### src/rtl/core/marf_pkg.sv
// Package for the multichannel AR residual filter.
// Sizes, field widths, result codes and the control structs shared by the core modules.
// No dependencies.
package marf_pkg;

    localparam int MAX_CHANNELS        = 8;
    localparam int MAX_LAGS            = 16;
    localparam int COEFF_FRACTION_BITS = 14;

    localparam int CH_W     = $clog2(MAX_CHANNELS);
    localparam int LAG_W    = $clog2(MAX_LAGS);
    localparam int CHC_W    = $clog2(MAX_CHANNELS + 1);
    localparam int LAGC_W   = $clog2(MAX_LAGS + 1);
    localparam int HIST_AW  = LAG_W + CH_W;
    localparam int COEF_AW  = 2 * CH_W + LAG_W;

    localparam int SAMPLE_W = 16;
    localparam int PROD_W   = 2 * SAMPLE_W;
    localparam int RES_W    = 20;
    localparam int SQ_W     = 2 * RES_W;
    localparam int ACC_W    = 40;
    localparam int SUM_W    = 60;
    localparam int CNT_W    = 20;
    localparam int DIV_W    = CNT_W + 1;
    localparam int ROOT_W   = RES_W - 1;

    localparam int IN_TDATA_W  = 32;
    localparam int OUT_TDATA_W = 24;

    localparam logic [1:0] KIND_RES  = 2'd0;
    localparam logic [1:0] KIND_WARM = 2'd1;
    localparam logic [1:0] KIND_RMS  = 2'd2;

    localparam logic MODE_SAMPLE = 1'b0;
    localparam logic MODE_COEF   = 1'b1;

    localparam logic CFG_CHANNELS = 1'b0;
    localparam logic CFG_LAGS     = 1'b1;

    typedef struct packed {
        logic start;
        logic term_valid;
    } t_mac_ctl;

    typedef struct packed {
        logic               start;
        logic [SUM_W-1:0]   sum;
        logic [DIV_W-1:0]   div;
    } t_rms_req;

    typedef struct packed {
        logic               done;
        logic [ROOT_W-1:0]  root;
    } t_rms_rsp;

endpackage

### src/rtl/core/marf_rms.sv
// RMS unit of the AR residual filter: restoring divide of the squared sum by the
// residual count, one bit a cycle, then a bitwise integer square root, clamped.
// Depends on marf_pkg.
module marf_rms (
    input  logic               i_clk,
    input  logic               i_rst_n,
    input  marf_pkg::t_rms_req i_req,
    output marf_pkg::t_rms_rsp o_rsp
);
    import marf_pkg::*;

    localparam int ITER_W = $clog2(SUM_W);
    localparam logic [SUM_W-1:0] ROOT_MAX = SUM_W'((1 << ROOT_W) - 1);

    typedef enum logic [2:0] {
        RS_IDLE = 3'b001,
        RS_DIV  = 3'b010,
        RS_SQRT = 3'b100
    } t_rstate;

    t_rstate            r_state;
    logic [ITER_W-1:0]  r_iter;
    logic [SUM_W-1:0]   r_num;
    logic [DIV_W-1:0]   r_rem;
    logic [DIV_W-1:0]   r_div;
    logic [SUM_W-1:0]   r_x;
    logic [SUM_W-1:0]   r_root;
    logic [SUM_W-1:0]   r_bit;
    logic               r_done;
    logic [ROOT_W-1:0]  r_out;

    logic [DIV_W:0]     rem2;
    logic               ge;
    logic [SUM_W-1:0]   quot;
    logic [SUM_W-1:0]   trial;
    logic               fit;
    logic [SUM_W-1:0]   n_root;

    assign rem2   = {r_rem, r_num[SUM_W-1]};
    assign ge     = rem2 >= {1'b0, r_div};
    assign quot   = {r_num[SUM_W-2:0], ge};
    assign trial  = r_root + r_bit;
    assign fit    = r_x >= trial;
    assign n_root = fit ? ((r_root >> 1) + r_bit) : (r_root >> 1);

    always_ff @(posedge i_clk) begin
        if (!i_rst_n) begin
            r_state <= RS_IDLE;
            r_done  <= 1'b0;
        end else begin
            r_done <= 1'b0;
            unique case (r_state)
                RS_IDLE: begin
                    if (i_req.start) begin
                        if (i_req.div == '0) begin
                            r_done <= 1'b1;
                        end else begin
                            r_state <= RS_DIV;
                        end
                    end
                end
                RS_DIV: begin
                    if (r_iter == '0) begin
                        r_state <= RS_SQRT;
                    end
                end
                RS_SQRT: begin
                    if (r_iter == '0) begin
                        r_state <= RS_IDLE;
                        r_done  <= 1'b1;
                    end
                end
                default: r_state <= RS_IDLE;
            endcase
        end
    end

    always_ff @(posedge i_clk) begin
        unique case (r_state)
            RS_IDLE: begin
                r_num  <= i_req.sum;
                r_div  <= i_req.div;
                r_rem  <= '0;
                r_iter <= ITER_W'(SUM_W - 1);
                r_out  <= '0;
            end
            RS_DIV: begin
                r_rem <= ge ? DIV_W'(rem2 - {1'b0, r_div}) : rem2[DIV_W-1:0];
                r_num <= quot;
                if (r_iter == '0) begin
                    r_x    <= quot;
                    r_root <= '0;
                    r_bit  <= SUM_W'(1) << (SUM_W - 2);
                    r_iter <= ITER_W'(SUM_W / 2 - 1);
                end else begin
                    r_iter <= r_iter - ITER_W'(1);
                end
            end
            RS_SQRT: begin
                if (fit) begin
                    r_x <= r_x - trial;
                end
                r_root <= n_root;
                r_bit  <= r_bit >> 2;
                r_iter <= r_iter - ITER_W'(1);
                if (r_iter == '0) begin
                    r_out <= (n_root > ROOT_MAX) ? ROOT_MAX[ROOT_W-1:0] : n_root[ROOT_W-1:0];
                end
            end
            default: r_iter <= '0;
        endcase
    end

    assign o_rsp.done = r_done;
    assign o_rsp.root = r_out;

endmodule

### config.mk
export PLATFORM = sky130hd
export DESIGN_NAME = marf_rms
export DESIGN_NICKNAME = d
export VERILOG_FILES = /design/src/rtl/core/marf_pkg.sv /design/src/rtl/core/marf_rms.sv
export SDC_FILE = /design/constraint.sdc
export NUM_CORES = 1
export LEC_CHECK = 0
export BUFFER_PORTS_ARGS = -buffer_cell sky130_fd_sc_hd__buf_2
export CAP_MARGIN = 5
export CORE_ASPECT_RATIO = 1.2
export CORE_MARGIN = 4
export CORE_UTILIZATION = 63
export CTS_CLUSTER_DIAMETER = 80
export CTS_CLUSTER_SIZE = 40
export DETAILED_ROUTE_END_ITERATION = 6
export PLACE_DENSITY = 0.78
export SLEW_MARGIN = 20
export SYNTH_ARGS = -nofsm -noshare
export SYNTH_HDL_FRONTEND = slang
export SYNTH_SLANG_ARGS = --single-unit
### constraint.sdc
create_clock -name i_clk -period 17.4 [get_ports i_clk]
set_input_delay 1.74 -clock i_clk [delete_from_list [all_inputs] [get_ports i_clk]]
set_output_delay 1.74 -clock i_clk [all_outputs]
set_load 0.005 [all_outputs]
==> impl_metrics.toml <==
[critical_path]
path_max_fanout = 54
rrSetupSlack_ps = 9390
slowest_stage = "o41ai_1"
cp-start-kind = "register"
crit_path_max_incr_delay_ps = 630
crit_family = "compound AO/OA/AOI/OAI gates"
cp.arrival_ps = 8280
critPathKind = "register to register"
worst_setup_path_end_kind = "register"
path_common_cell = "a21oi_1"
critPathBufInv = 2
required_ps = 17670

[final_layout]
final_cell_mix = "nand2_1 (376), edfxtp_1 (271), nor2_1 (169), a21oi_1 (159), o21ai_0 (150)"
antenna_cells = 0
layout.cells.non_filler = 2718
final_cell_area_sq_um = 22050
final_util_pct = 68.17
area_growth_pct = 6.742
drive_gt1_share_pct = 8.827
fin_nets = 2531
layout_commonest_cell = "nand2_1"

[floorplan]
rows = 72
pin_count = 104
die_x_um = 173.3
start_util_pct = 63.87
coreArea_sq_um = 32340
die-area_sq_um = 35760
die_y_um = 206.4

[clock_network]
cts_buffers = 16
cts.hold.buffers_added = 0
clock_path_buffers = 3
htreeDepth = 1
cts_resized = 0
cts.sinks = 281
clock_latency_ps = 560
clkTransAtPathRegs_ps = 120
cts_setup_buffers = 0
cts_tree = "built"
root_buffer = "clkbuf_16"

[grt]
antenna_found_initial = 0
grt_pass1_vias = 16251
grt_max_degree = 99
grt_pass1_wl_um = 82320
grtUsageTotal_pct = 27.72
gr-total-overflow = 0

[placement]
dpl-instance-area_sq_um = 21390
dpl_worst_slack_ps = 9457
dpl.cell_count = 2690
dp_hpwl_um = 37830
gp_congestion = 0.9430
port_buffers = 103

[routing]
avgRoutedWirePerCell_um = 18.78
drtIter0Drc = 1599
drtAntennaViolNets = 0
vias = 17242
first_pass_iters = 6
drc_errors = 0
routed_via_density = 6.344
drt-total-wl_um = 51050

[sta]
relSlewSlack_pct = 34.51
final_hold_viol_count = 0
fin_skew_ps = 53.32
finalSetupTns_ps = 0
finalCritPeriodShare_pct = 46.03
worst_slack_ps = 9391
setup_violations = 0
max_freq_mhz = 124.9
worst_pin_slew_ps = 982.4
maxSlewViolCount = 0
fin_crit_ps = 8009
rsz0062_at_grt = "false"

[pwr]
cellPowerDensity_nw_per_um2 = 79.38
p_leak_nw = 8.766
vdd.ir_drop.worst_mv = 0.1414

[run_status]
status = "completed"

[synth]
yosysWarnings = 0
syn_inst = 2270
synth_area_per_cell_sq_um = 9.099
netlist_area_sq_um = 20650
ys_seq_area_share_pct = 40.37
ys_types = 88
synthFlopType = "edfxtp_1"
syn_nets = 2500
async_reset_ff_share_pct = 0
synth-edff-count = 271
synth.ff_latch_count = 281

[run]
cap_violations = 0

[worst_hold_path]
min_path_type = "register to register"
==> through the flow <==
stage	hold WS, ps	power (mW)
6_report	486.9	1.750
5_1_grt	520.2	1.843
4_1_cts	488.7	1.763
3_5_place_dp	466.0	1.286
3_3_place_gp	461.5	1.271
2_1_floorplan	435.2	1.184
==> sequential cells by signal, summed over array words and instances, names as in the netlist <==
register,cells
r_div,21
r_num,60
r_state,3
r_x,60
r_iter,6
r_out,19
r_bit,30
r_rem,21
r_done,1
r_root,60
==> cells in the mapped netlist, types with 24 or more instances <==
master,instances,share of area (%)
nand2_1,379,6.9
nand3_1,38,0.92
xor2_1,95,4.0
inv_1,70,1.3
nor3_1,34,0.82
xnor2_1,95,4.0
a21oi_1,159,3.9
a31oi_1,60,1.8
clkbuf_1,78,1.4
ha_1,144,8.7
nand4_1,37,1.1
a21o_1,46,1.7
edfxtp_1,271,39
o21bai_1,37,1.3
nor2_1,171,3.1
and2_1,58,1.8
nor2b_1,24,0.73
o21ai_0,150,3.6
==> layer usage <==
layer	track usage [%]	vias to the layer above	wire [um]
met1	39.93	8132	22740
met4	9.410	0	1727
li1	-	8333	-
met2	44.32	665	23060
met5	0	-	0
met3	2.763	112	3519
==> worst paths after layout <==
kind | start | end | cells after the start
worst max register to register | r_root[2] | r_out[1] | 28
worst min register to register | r_state[2] | r_state[1] | 1
worst max-delay path | r_root[2] | r_out[1] | 28
worst min-delay path | r_state[2] | r_state[1] | 1
==> kinds of logic (layout without fill, tap and decap cells) <==
group	Yosys count	after routing	synth area share, %
XOR/XNOR	190	190	8.057
buffers and inverters	170	211	3.253
multiplexers	23	23	1.121
flip-flops	281	281	40.37
adder cells (fa/ha/maj)	146	146	8.917
AO/OA/AOI/OAI	621	621	19.51
AND/OR/NAND/NOR	839	839	18.78
==> worst reg2reg max path: cells and delay by family, from the launching register on <==
kind,cells,cell delay (ps)
xor gates and xnor gates,2,350
AOI/OAI and AO/OA,13,3010
and+or+nand+nor,9,2280
buffers and inverters,2,890
adders and majority gates,2,750
DFF,1,480
==> where the power goes <==
group	switching, mW	total, mW	internal (mW)
Sequential	0.0420	0.903	0.861
Clock	0.273	0.478	0.205
Combinational	0.224	0.370	0.145
Total	0.539	1.75	1.21
==> cell type report <==
cell class | instances | area [sq um]
Fill cell | 2623 | 10290
Timing Repair Buffer | 112 | 583.1
Inverter | 71 | 271.5
Tap cell | 407 | 509.2
Clock inverter | 11 | 222.7
Sequential cell | 281 | 8338
Multi-Input combinational cell | 1819 | 11700
Clock buffer | 17 | 425.4
Note: power is estimated with default switching activity, not from simulation.
