--- src/rtl/core/marf_pkg.sv ---
// Package for the multichannel AR residual filter.
// Sizes, field widths, result codes and the control structs shared by the core modules.
// No dependencies.
package marf_pkg;

    localparam int MAX_CHANNELS        = 8;
    localparam int MAX_LAGS            = 16;
    localparam int COEFF_FRACTION_BITS = 14;

    localparam int CH_W     = $clog2(MAX_CHANNELS);
    localparam int LAG_W    = $clog2(MAX_LAGS);
    localparam int CHC_W    = $clog2(MAX_CHANNELS + 1);
    localparam int LAGC_W   = $clog2(MAX_LAGS + 1);
    localparam int HIST_AW  = LAG_W + CH_W;
    localparam int COEF_AW  = 2 * CH_W + LAG_W;

    localparam int SAMPLE_W = 16;
    localparam int PROD_W   = 2 * SAMPLE_W;
    localparam int RES_W    = 20;
    localparam int SQ_W     = 2 * RES_W;
    localparam int ACC_W    = 40;
    localparam int SUM_W    = 60;
    localparam int CNT_W    = 20;
    localparam int DIV_W    = CNT_W + 1;
    localparam int ROOT_W   = RES_W - 1;

    localparam int IN_TDATA_W  = 32;
    localparam int OUT_TDATA_W = 24;

    localparam logic [1:0] KIND_RES  = 2'd0;
    localparam logic [1:0] KIND_WARM = 2'd1;
    localparam logic [1:0] KIND_RMS  = 2'd2;

    localparam logic MODE_SAMPLE = 1'b0;
    localparam logic MODE_COEF   = 1'b1;

    localparam logic CFG_CHANNELS = 1'b0;
    localparam logic CFG_LAGS     = 1'b1;

    typedef struct packed {
        logic start;
        logic term_valid;
    } t_mac_ctl;

    typedef struct packed {
        logic               start;
        logic [SUM_W-1:0]   sum;
        logic [DIV_W-1:0]   div;
    } t_rms_req;

    typedef struct packed {
        logic               done;
        logic [ROOT_W-1:0]  root;
    } t_rms_rsp;

endpackage

--- src/rtl/core/marf_mac.sv ---
// Multiply-accumulate unit of the AR residual filter: one coefficient term a cycle,
// registered product, then rounding and saturation of the residual.
// Depends on marf_pkg.
module marf_mac (
    input  logic                                  i_clk,
    input  logic                                  i_rst_n,
    input  marf_pkg::t_mac_ctl                    i_ctl,
    input  logic signed [marf_pkg::SAMPLE_W-1:0]  i_value,
    input  logic signed [marf_pkg::SAMPLE_W-1:0]  i_coef,
    input  logic signed [marf_pkg::SAMPLE_W-1:0]  i_sample,
    output logic                                  o_busy,
    output logic signed [marf_pkg::RES_W-1:0]     o_res
);
    import marf_pkg::*;

    localparam logic signed [ACC_W-1:0] RES_MAX = ACC_W'((1 <<< (RES_W - 1)) - 1);
    localparam logic signed [ACC_W-1:0] RES_MIN = -ACC_W'(1 <<< (RES_W - 1));
    localparam logic signed [ACC_W-1:0] HALF    = ACC_W'(1 <<< (COEFF_FRACTION_BITS - 1));

    logic signed [PROD_W-1:0] r_prod;
    logic                     r_v2;
    logic signed [ACC_W-1:0]  r_acc;
    logic signed [ACC_W-1:0]  rounded;

    always_ff @(posedge i_clk) begin
        if (!i_rst_n) begin
            r_v2 <= 1'b0;
        end else if (i_ctl.start) begin
            r_v2 <= 1'b0;
        end else begin
            r_v2 <= i_ctl.term_valid;
        end
    end

    always_ff @(posedge i_clk) begin
        if (i_ctl.term_valid) begin
            r_prod <= i_coef * i_sample;
        end
        if (i_ctl.start) begin
            r_acc <= ACC_W'(i_value) <<< COEFF_FRACTION_BITS;
        end else if (r_v2) begin
            r_acc <= r_acc - ACC_W'(r_prod);
        end
    end

    assign rounded = (r_acc + HALF) >>> COEFF_FRACTION_BITS;
    assign o_busy  = r_v2;

    always_comb begin
        if (rounded > RES_MAX) begin
            o_res = RES_MAX[RES_W-1:0];
        end else if (rounded < RES_MIN) begin
            o_res = RES_MIN[RES_W-1:0];
        end else begin
            o_res = rounded[RES_W-1:0];
        end
    end

endmodule

--- config.mk ---
export PLATFORM = sky130hd
export DESIGN_NAME = marf_mac
export DESIGN_NICKNAME = d
export VERILOG_FILES = /design/src/rtl/core/marf_pkg.sv /design/src/rtl/core/marf_mac.sv
export SDC_FILE = /design/constraint.sdc
export NUM_CORES = 1
export LEC_CHECK = 0
export ABC_AREA = 1
export BUFFER_PORTS_ARGS = -buffer_cell sky130_fd_sc_hd__buf_4
export CORE_ASPECT_RATIO = 0.7
export CORE_MARGIN = 2
export CORE_UTILIZATION = 50
export DETAILED_ROUTE_END_ITERATION = 12
export GPL_TIMING_DRIVEN = 0
export PLACE_DENSITY = 0.72
export SLEW_MARGIN = 20
export SYNTH_ARGS = -nofsm -noshare
export SYNTH_HDL_FRONTEND = slang
export SYNTH_SLANG_ARGS = --single-unit
--- constraint.sdc ---
create_clock -name i_clk -period 14.9 [get_ports i_clk]
set_input_delay 2.235 -clock i_clk [delete_from_list [all_inputs] [get_ports i_clk]]
set_output_delay 2.235 -clock i_clk [all_outputs]
set_load 0.03 [all_outputs]
==> impl_metrics.xml, run 1 <==
<?xml version="1.0" encoding="UTF-8"?>
<metrics>
  <group name="outcome">
    <metric name="status" unit="">finished clean</metric>
  </group>
  <group name="clock_tree">
    <metric name="post_cts_resized" unit="">0</metric>
    <metric name="clkLatencyLatePin" unit="ns">0.36</metric>
    <metric name="cts.hold.buffers_added" unit="">0</metric>
    <metric name="clockBufferDepth" unit="">2</metric>
    <metric name="cts.reportedPaths.clkPinSlew" unit="ns">0.06</metric>
    <metric name="cts-buffers-inserted" unit="">9</metric>
    <metric name="cts_tree" unit="">yes</metric>
    <metric name="clk_root_buffer_cell" unit="">sky130_fd_sc_hd__clkbuf_16</metric>
    <metric name="cts_post_setup_buffers_inserted" unit="">0</metric>
    <metric name="cts_max_level" unit="">3</metric>
    <metric name="clock-sinks" unit="">73</metric>
  </group>
  <group name="critical_path">
    <metric name="timing.critical_path.slowest_cell_delay" unit="ns">0.89</metric>
    <metric name="criticalPathCategory" unit="">input port to register</metric>
    <metric name="r2r-start" unit="">r_prod[0]</metric>
    <metric name="setup.worst_path.start_class" unit="">input port</metric>
    <metric name="r2r_end" unit="">r_acc[22]</metric>
    <metric name="worstPathArrival" unit="ns">8.87</metric>
    <metric name="reg2regPathDepth" unit="">14</metric>
    <metric name="worst_ep_required_time" unit="ns">15.00</metric>
    <metric name="critical_path.cell_chain" unit="">clkbuf_1 -&gt; clkbuf_1 -&gt; nand2_1 -&gt; fa_1 -&gt; inv_1 -&gt; fa_1 -&gt; fa_1 -&gt; fa_1 -&gt; inv_1 -&gt; fa_1 -&gt; fa_1 -&gt; inv_1 -&gt; ha_1 -&gt; inv_1 -&gt; nor3_1 -&gt; nand2_1 -&gt; or2_2 -&gt; nand3_1 -&gt; inv_1 -&gt; nand2_1 -&gt; nand2_1</metric>
    <metric name="ff2ff_setup_slack" unit="ns">12.06</metric>
    <metric name="critPathMaxFanout" unit="">10</metric>
    <metric name="crit_path_end_kind" unit="">register</metric>
    <metric name="timing.critical_path.slowest_stage_cell" unit="">sky130_fd_sc_hd__fa_1</metric>
    <metric name="crit_path_frequent_cell" unit="">sky130_fd_sc_hd__fa_1</metric>
  </group>
  <group name="sta">
    <metric name="totalNegativeSetupSlack" unit="ns">0</metric>
    <metric name="timing.final.setup_violations" unit="">0</metric>
    <metric name="slew_worst_pin" unit="ns">0.746</metric>
    <metric name="fin_crit_sh" unit="%">58.8</metric>
    <metric name="final.setup_skew" unit="ns">0.0115</metric>
    <metric name="final_period_minus_worst_setup_slack" unit="ns">8.77</metric>
    <metric name="rsz0062_at_grt" unit="">no</metric>
    <metric name="timing_hold_violations_final" unit="">0</metric>
    <metric name="maxClockFrequency" unit="GHz">0.114</metric>
    <metric name="timing.slew.headroom" unit="%">50.3</metric>
    <metric name="drv_slew" unit="">0</metric>
    <metric name="final_hold_slack" unit="ns">0.482</metric>
  </group>
  <group name="grt">
    <metric name="maximum_number_of_pins_on_one_net_before_global_route_repair" unit="">34</metric>
    <metric name="globalRouteTotalUtil" unit="%">30.5</metric>
    <metric name="grt_pass1_vias" unit="">15096</metric>
    <metric name="grt_first_pass_wirelength" unit="um">83300</metric>
    <metric name="antenna_found_initial" unit="">0</metric>
    <metric name="overflow" unit="">0</metric>
  </group>
  <group name="finish">
    <metric name="fraction_of_layout_cells_with_a_size_suffix_above_1" unit="%">4.04</metric>
    <metric name="finish.instance_area" unit="mm^2">0.0184</metric>
    <metric name="design.final.nets" unit="">2931</metric>
    <metric name="layout.cells.non_filler" unit="">2934</metric>
    <metric name="filler_cell_count" unit="">3306</metric>
    <metric name="diodes" unit="">0</metric>
    <metric name="flow.area_growth_from_synthesis" unit="%">7.39</metric>
  </group>
  <group name="yosys">
    <metric name="netlist-cell-type-count" unit="">38</metric>
    <metric name="syn_area" unit="mm^2">0.0172</metric>
    <metric name="syn_inst" unit="">2434</metric>
    <metric name="synth-warning-count" unit="">0</metric>
    <metric name="synth.net_count" unit="">2871</metric>
    <metric name="synth.top_cell.area_share" unit="%">30.7</metric>
    <metric name="synth_top_cells_by_count" unit="">sky130_fd_sc_hd__nand2_1 (755), sky130_fd_sc_hd__inv_1 (664), sky130_fd_sc_hd__fa_1 (263)</metric>
    <metric name="synth_sequential_area_ratio" unit="%">11.9</metric>
    <metric name="ys_seq_elements" unit="">73</metric>
    <metric name="netlist.top_cell.by_area" unit="">sky130_fd_sc_hd__fa_1</metric>
    <metric name="synth.most_common_cell" unit="">sky130_fd_sc_hd__nand2_1</metric>
    <metric name="synth_enable_flop_cells" unit="">58</metric>
    <metric name="ys_async_sr_fraction" unit="%">0</metric>
    <metric name="synth_flop_type" unit="">sky130_fd_sc_hd__edfxtp_1</metric>
    <metric name="synth_area_per_cell" unit="um^2">7.05</metric>
    <metric name="cell_types_with_the_largest_area_share_after_synthesis" unit="">sky130_fd_sc_hd__fa_1 (31%), sky130_fd_sc_hd__nand2_1 (17%), sky130_fd_sc_hd__inv_1 (15%)</metric>
  </group>
  <group name="detailed_routing">
    <metric name="detail_route.iter0.violations" unit="">1632</metric>
    <metric name="via_count" unit="">15127</metric>
    <metric name="vias_per_cell" unit="">5.16</metric>
    <metric name="wl_per_cell" unit="um">17.7</metric>
    <metric name="wl" unit="um">52000</metric>
    <metric name="drc" unit="">0</metric>
    <metric name="ant_nets" unit="">0</metric>
    <metric name="first_pass_iters" unit="">6</metric>
  </group>
  <group name="worst_hold_path">
    <metric name="hold_path.class" unit="">register to register</metric>
    <metric name="worst_case_hold_path_end_point" unit="">r_acc[7]</metric>
    <metric name="hold_path_depth" unit="">2</metric>
    <metric name="worstHoldStart" unit="">r_acc[7]</metric>
  </group>
  <group name="die">
    <metric name="die_h" unit="um">159</metric>
    <metric name="placement_rows" unit="">56</metric>
    <metric name="placeableCoreArea" unit="mm^2">0.0336</metric>
    <metric name="design.die.area" unit="mm^2">0.0358</metric>
    <metric name="io-pin-count" unit="">73</metric>
    <metric name="die_width" unit="um">225</metric>
    <metric name="initial_utilization" unit="%">51.0</metric>
  </group>
  <group name="placed_design">
    <metric name="place_hpwl" unit="um">45500</metric>
    <metric name="globalplace.congestion" unit="">0.991</metric>
    <metric name="dpl.cell_count" unit="">2918</metric>
    <metric name="placed_area" unit="mm^2">0.0181</metric>
    <metric name="place.port_buffers" unit="">48</metric>
  </group>
  <group name="job">
    <metric name="timing.max_cap.violations" unit="">0</metric>
  </group>
</metrics>
-- layout by cell type (no fill, tap or decap), types with 2 or more instances in the layout --
cell / netlist / layout
sky130_fd_sc_hd__or2_2: 11 / 11
sky130_fd_sc_hd__nand2_4: 2 / 2
sky130_fd_sc_hd__inv_1: 664 / 664
sky130_fd_sc_hd__a21oi_1: 62 / 62
sky130_fd_sc_hd__edfxtp_1: 58 / 58
sky130_fd_sc_hd__nor2_1: 153 / 153
sky130_fd_sc_hd__nand3_2: 3 / 3
sky130_fd_sc_hd__o22ai_1: 14 / 14
sky130_fd_sc_hd__inv_2: 2 / 2
sky130_fd_sc_hd__o21bai_1: 5 / 5
sky130_fd_sc_hd__a21o_1: 7 / 7
sky130_fd_sc_hd__nor2_2: 8 / 8
sky130_fd_sc_hd__clkbuf_1: 62 / 63
sky130_fd_sc_hd__buf_4: 0 / 48
sky130_fd_sc_hd__nand4_1: 24 / 24
sky130_fd_sc_hd__nor3_1: 15 / 15
sky130_fd_sc_hd__fa_1: 263 / 263
sky130_fd_sc_hd__o21ai_0: 33 / 33
sky130_fd_sc_hd__a31oi_1: 2 / 2
sky130_fd_sc_hd__ha_1: 122 / 122
sky130_fd_sc_hd__nand2_1: 755 / 755
sky130_fd_sc_hd__nand3_1: 65 / 65
sky130_fd_sc_hd__xnor2_1: 27 / 27
sky130_fd_sc_hd__buf_8: 2 / 2
sky130_fd_sc_hd__nand3b_1: 10 / 10
sky130_fd_sc_hd__clkbuf_16: 0 / 9
sky130_fd_sc_hd__xor2_1: 34 / 34
sky130_fd_sc_hd__nand2_2: 4 / 4
sky130_fd_sc_hd__bufinv_16: 0 / 3
sky130_fd_sc_hd__nor2_4: 2 / 2
sky130_fd_sc_hd__dfxtp_1: 15 / 15
-- stage by stage --
stage / util (%) / setup slack (ns)
after floorplan: - / 6.88
after global placement: 53.7 / 5.86
after detailed placement: 53.8 / 5.85
after CTS: 54.8 / 6.19
after global routing: 54.8 / 5.60
final: 54.8 / 6.13
-- metal layers --
layer,vias to the layer above,global-route usage (%),part of all wire [%],wire length (um)
met1,7316,49.2,48,25200
met2,584,41.1,39,20100
li1,7200,-,-,-
met4,0,3.07,0.67,347
met5,-,0,0,0
met3,27,9.15,12,6360
-- state kept, by name, summed over array words and instances, names as in the netlist --
register and count:
o_busy 1, r_prod 32, r_acc 40
-- how the worst max path moves through the flow --
stage                       to        start  depth (start not counted)  slack, ns
floorplan           r_prod[30]  i_sample[5]                         23       6.88
global placement    r_prod[31]  i_sample[5]                         21       5.86
detailed placement  r_prod[31]  i_sample[5]                         21       5.85
CTS                 r_prod[31]  i_sample[5]                         21       6.19
global route        r_prod[31]  i_sample[5]                         24       5.60
finish              r_prod[31]  i_sample[5]                         21       6.13
-- cell type report --
type	count	area, um^2	area share (%)
Buffer	65	268	1.45
Clock buffer	11	233	1.26
Clock inverter	5	103	0.557
Inverter	666	2500	13.6
Multi-Input combinational cell	1630	12400	67.0
Sequential cell	73	2040	11.1
Tap cell	435	544	2.95
Timing Repair Buffer	49	388	2.10
-- critical path: cells and delay by family --
| family | cells | cell delay [ns] |
|---|---|---|
| adders and majority gates | 7 | 4.07 |
| buffers and inverters | 7 | 1.19 |
| and+or+nand+nor | 7 | 1.36 |
-- kinds of logic (layout without fill, tap and decap cells) --
family	Yosys count	in the layout	synth area share, %
fa+ha+maj	385	385	39.6
buf+inv	731	796	16.1
compound gates	126	126	4.01
flops	73	73	11.9
xor+xnor	62	62	3.27
simple gates	1057	1057	25.1
Power of run 1 is left out: the tool's default activity adds up to more than one toggle a clock period on the data nets, which glitch-free logic cannot reach.
==> inputs of run 2 (changes only) <==
--- a/config.mk
+++ b/config.mk
@@ -12,7 +12,7 @@
 export CORE_UTILIZATION = 50
 export DETAILED_ROUTE_END_ITERATION = 12
 export GPL_TIMING_DRIVEN = 0
-export PLACE_DENSITY = 0.72
+export PLACE_DENSITY = 0.74
 export SLEW_MARGIN = 20
 export SYNTH_ARGS = -nofsm -noshare
 export SYNTH_HDL_FRONTEND = slang
==> constraint.sdc (replaced) <==
create_clock -name i_clk -period 7.85 [get_ports i_clk]
set_input_delay 1.1775 -clock i_clk [delete_from_list [all_inputs] [get_ports i_clk]]
set_output_delay 1.1775 -clock i_clk [all_outputs]
set_load 0.03 [all_outputs]
==> run 2 against run 1 <==
Die area unchanged. Core utilization is 0.13 points lower. Critical path depth rose by 2. Wire length is 0.28% lower.
==> impl_metrics.xml, run 2 (same netlist as run 1, synthesis figures left out) <==
<?xml version="1.0" encoding="UTF-8"?>
<metrics>
  <group name="outcome">
    <metric name="status" unit="">finished clean</metric>
  </group>
  <group name="die">
    <metric name="io-pin-count" unit="">73</metric>
    <metric name="placement_rows" unit="">56</metric>
    <metric name="initial_utilization" unit="%">51.0</metric>
    <metric name="design.die.area" unit="mm^2">0.0358</metric>
    <metric name="die_width" unit="um">225</metric>
    <metric name="placeableCoreArea" unit="mm^2">0.0336</metric>
    <metric name="die_h" unit="um">159</metric>
  </group>
  <group name="clock_tree">
    <metric name="cts_post_setup_buffers_inserted" unit="">0</metric>
    <metric name="clock-sinks" unit="">73</metric>
    <metric name="cts.hold.buffers_added" unit="">0</metric>
    <metric name="clockBufferDepth" unit="">2</metric>
    <metric name="cts-buffers-inserted" unit="">9</metric>
    <metric name="cts.reportedPaths.clkPinSlew" unit="ns">0.06</metric>
    <metric name="cts_tree" unit="">yes</metric>
    <metric name="clkLatencyLatePin" unit="ns">0.36</metric>
    <metric name="cts_max_level" unit="">3</metric>
    <metric name="clk_root_buffer_cell" unit="">sky130_fd_sc_hd__clkbuf_16</metric>
  </group>
  <group name="detailed_routing">
    <metric name="detail_route.iter0.violations" unit="">1678</metric>
    <metric name="wl" unit="um">51900</metric>
    <metric name="wl_per_cell" unit="um">17.7</metric>
    <metric name="ant_nets" unit="">0</metric>
    <metric name="first_pass_iters" unit="">6</metric>
    <metric name="vias_per_cell" unit="">5.25</metric>
    <metric name="via_count" unit="">15389</metric>
    <metric name="drc" unit="">0</metric>
  </group>
  <group name="critical_path">
    <metric name="r2r_end" unit="">r_acc[30]</metric>
    <metric name="ff2ff_setup_slack" unit="ns">5.03</metric>
    <metric name="critical_path.cell_chain" unit="">clkbuf_1 -&gt; clkbuf_1 -&gt; nand2_1 -&gt; fa_1 -&gt; inv_1 -&gt; fa_1 -&gt; inv_1 -&gt; fa_1 -&gt; inv_1 -&gt; fa_1 -&gt; fa_1 -&gt; inv_1 -&gt; fa_1 -&gt; inv_1 -&gt; ha_1 -&gt; nand2_1 -&gt; nor2_1 -&gt; inv_1 -&gt; nor2_1 -&gt; nand3_1 -&gt; or2_2 -&gt; nand4_1 -&gt; nand2_1</metric>
    <metric name="setup.worst_path.start_class" unit="">input port</metric>
    <metric name="timing.critical_path.slowest_stage_cell" unit="">sky130_fd_sc_hd__fa_1</metric>
    <metric name="crit_path_end_kind" unit="">register</metric>
    <metric name="worst_ep_required_time" unit="ns">7.96</metric>
    <metric name="r2r-start" unit="">r_prod[0]</metric>
    <metric name="timing.critical_path.slowest_cell_delay" unit="ns">0.58</metric>
    <metric name="reg2regPathDepth" unit="">14</metric>
    <metric name="critical_path_buf_inv_count" unit="">8</metric>
    <metric name="critical-path-top-delay-family" unit="">adder cells</metric>
    <metric name="criticalPathCategory" unit="">input port to register</metric>
    <metric name="critPathMaxFanout" unit="">10</metric>
    <metric name="setup.worst_path.start" unit="">i_coef[7]</metric>
    <metric name="worstPathArrival" unit="ns">7.60</metric>
  </group>
  <group name="sta">
    <metric name="timing_hold_violations_final" unit="">0</metric>
    <metric name="drv_slew" unit="">0</metric>
    <metric name="maxClockFrequency" unit="GHz">0.134</metric>
    <metric name="final_hold_slack" unit="ns">0.474</metric>
    <metric name="timing.final.setup_violations" unit="">0</metric>
    <metric name="timing.slew.headroom" unit="%">46.7</metric>
    <metric name="rsz0062_at_grt" unit="">no</metric>
    <metric name="fin_crit_sh" unit="%">95.4</metric>
    <metric name="final_period_minus_worst_setup_slack" unit="ns">7.49</metric>
    <metric name="slew_worst_pin" unit="ns">0.800</metric>
    <metric name="final.setup_skew" unit="ns">0.0152</metric>
  </group>
  <group name="finish">
    <metric name="finish.instance_area" unit="mm^2">0.0184</metric>
    <metric name="flow.area_growth_from_synthesis" unit="%">7.14</metric>
    <metric name="flip_flop_count_of_the_largest_register_after_layout" unit="">40</metric>
    <metric name="mostFrequentLayoutCell" unit="">sky130_fd_sc_hd__nand2_1</metric>
    <metric name="regMostFlops" unit="">r_acc</metric>
    <metric name="top_library_cells_by_usage_in_the_layout_fill_and_taps_aside" unit="">sky130_fd_sc_hd__nand2_1 (755), sky130_fd_sc_hd__inv_1 (664), sky130_fd_sc_hd__fa_1 (263), sky130_fd_sc_hd__nor2_1 (153), sky130_fd_sc_hd__ha_1 (122)</metric>
    <metric name="design.final.nets" unit="">2931</metric>
    <metric name="filler_cell_count" unit="">3282</metric>
    <metric name="diodes" unit="">0</metric>
    <metric name="fraction_of_layout_cells_with_a_size_suffix_above_1" unit="%">4.20</metric>
  </group>
  <group name="placed_design">
    <metric name="placed_area" unit="mm^2">0.0181</metric>
    <metric name="place.port_buffers" unit="">48</metric>
    <metric name="place_hpwl" unit="um">44700</metric>
    <metric name="globalplace.congestion" unit="">1.02</metric>
  </group>
  <group name="grt">
    <metric name="maximum_number_of_pins_on_one_net_before_global_route_repair" unit="">34</metric>
    <metric name="antenna_found_initial" unit="">1</metric>
    <metric name="overflow" unit="">0</metric>
    <metric name="grt_first_pass_wirelength" unit="um">83000</metric>
    <metric name="grt_pass1_vias" unit="">15539</metric>
    <metric name="globalRouteTotalUtil" unit="%">30.3</metric>
  </group>
  <group name="worst_hold_path">
    <metric name="hold_path_depth" unit="">2</metric>
    <metric name="worstHoldStart" unit="">r_acc[11]</metric>
    <metric name="hold_path.class" unit="">register to register</metric>
    <metric name="worst_case_hold_path_end_point" unit="">r_acc[11]</metric>
  </group>
  <group name="job">
    <metric name="timing.max_cap.violations" unit="">0</metric>
  </group>
</metrics>
==> run 2: cell types whose count changed in the layout (fill, tap and decap cells not counted), sizes merged <==
cell      delta
bufinv       -2
clkbuf       -1
clkinv       +1
clkinvlp     +2
==> run 2: worst min-delay path, stage by stage, from the launching register on <==
cell	delay, ns
sky130_fd_sc_hd__dfxtp_1	0.31
sky130_fd_sc_hd__inv_1	0.05
sky130_fd_sc_hd__o22ai_1	0.07
==> run 2: cell type report <==
cell class	instances	area, um^2	area share (%)
buffer	65	270	1.47
clock buffer	10	229	1.25
clock inverter	6	67.6	0.367
inverter	666	2500	13.6
multi-input combinational	1630	12400	67.2
sequential	73	2040	11.1
tap	435	544	2.96
timing repair buffer	49	380	2.07
==> run 2: worst max path at each step <==
stage / cells after the start / slack, ns / end
after floorplan: 23 / 0.88 / r_prod[30]
after global routing: 21 / 0.02 / r_prod[31]
after global placement: 21 / -0.08 / r_prod[31]
after CTS: 21 / 0.23 / r_prod[31]
final: 23 / 0.36 / r_prod[28]
after detailed placement: 21 / -0.09 / r_prod[31]
==> run 2: routing by layer <==
| metal | up-vias | track usage (%) | share of wire [%] |
|---|---|---|---|
| li1 | 7219 | - | - |
| met1 | 7418 | 46.7 | 46 |
| met2 | 686 | 42.5 | 39 |
| met3 | 66 | 8.73 | 13 |
| met4 | 0 | 5.03 | 1.4 |
| met5 | - | 0 | 0 |
==> run 2: timing repair <==
| item | in CTS | in global routing |
|---|---|---|
| setup endpoints to repair | 0 | 4 |
| gates resized for setup | 0 | 4 |
| endpoints found under the hold margin | 0 | 0 |
==> run 2: metrics by stage <==
stage / utilization (%) / worst slack, ns / setup TNS (ns) / cells
after floorplan: - / 0.883 / 0 / 2434
after global placement: 53.7 / -0.0756 / -0.0756 / 2917
after detailed placement: 53.8 / -0.0948 / -0.0948 / 2918
after CTS: 54.7 / 0.234 / 0 / 2934
after global routing: 54.7 / 0.0190 / 0 / 2934
final: 54.7 / 0.359 / 0 / 2934
Power of run 2 is left out for the same reason.
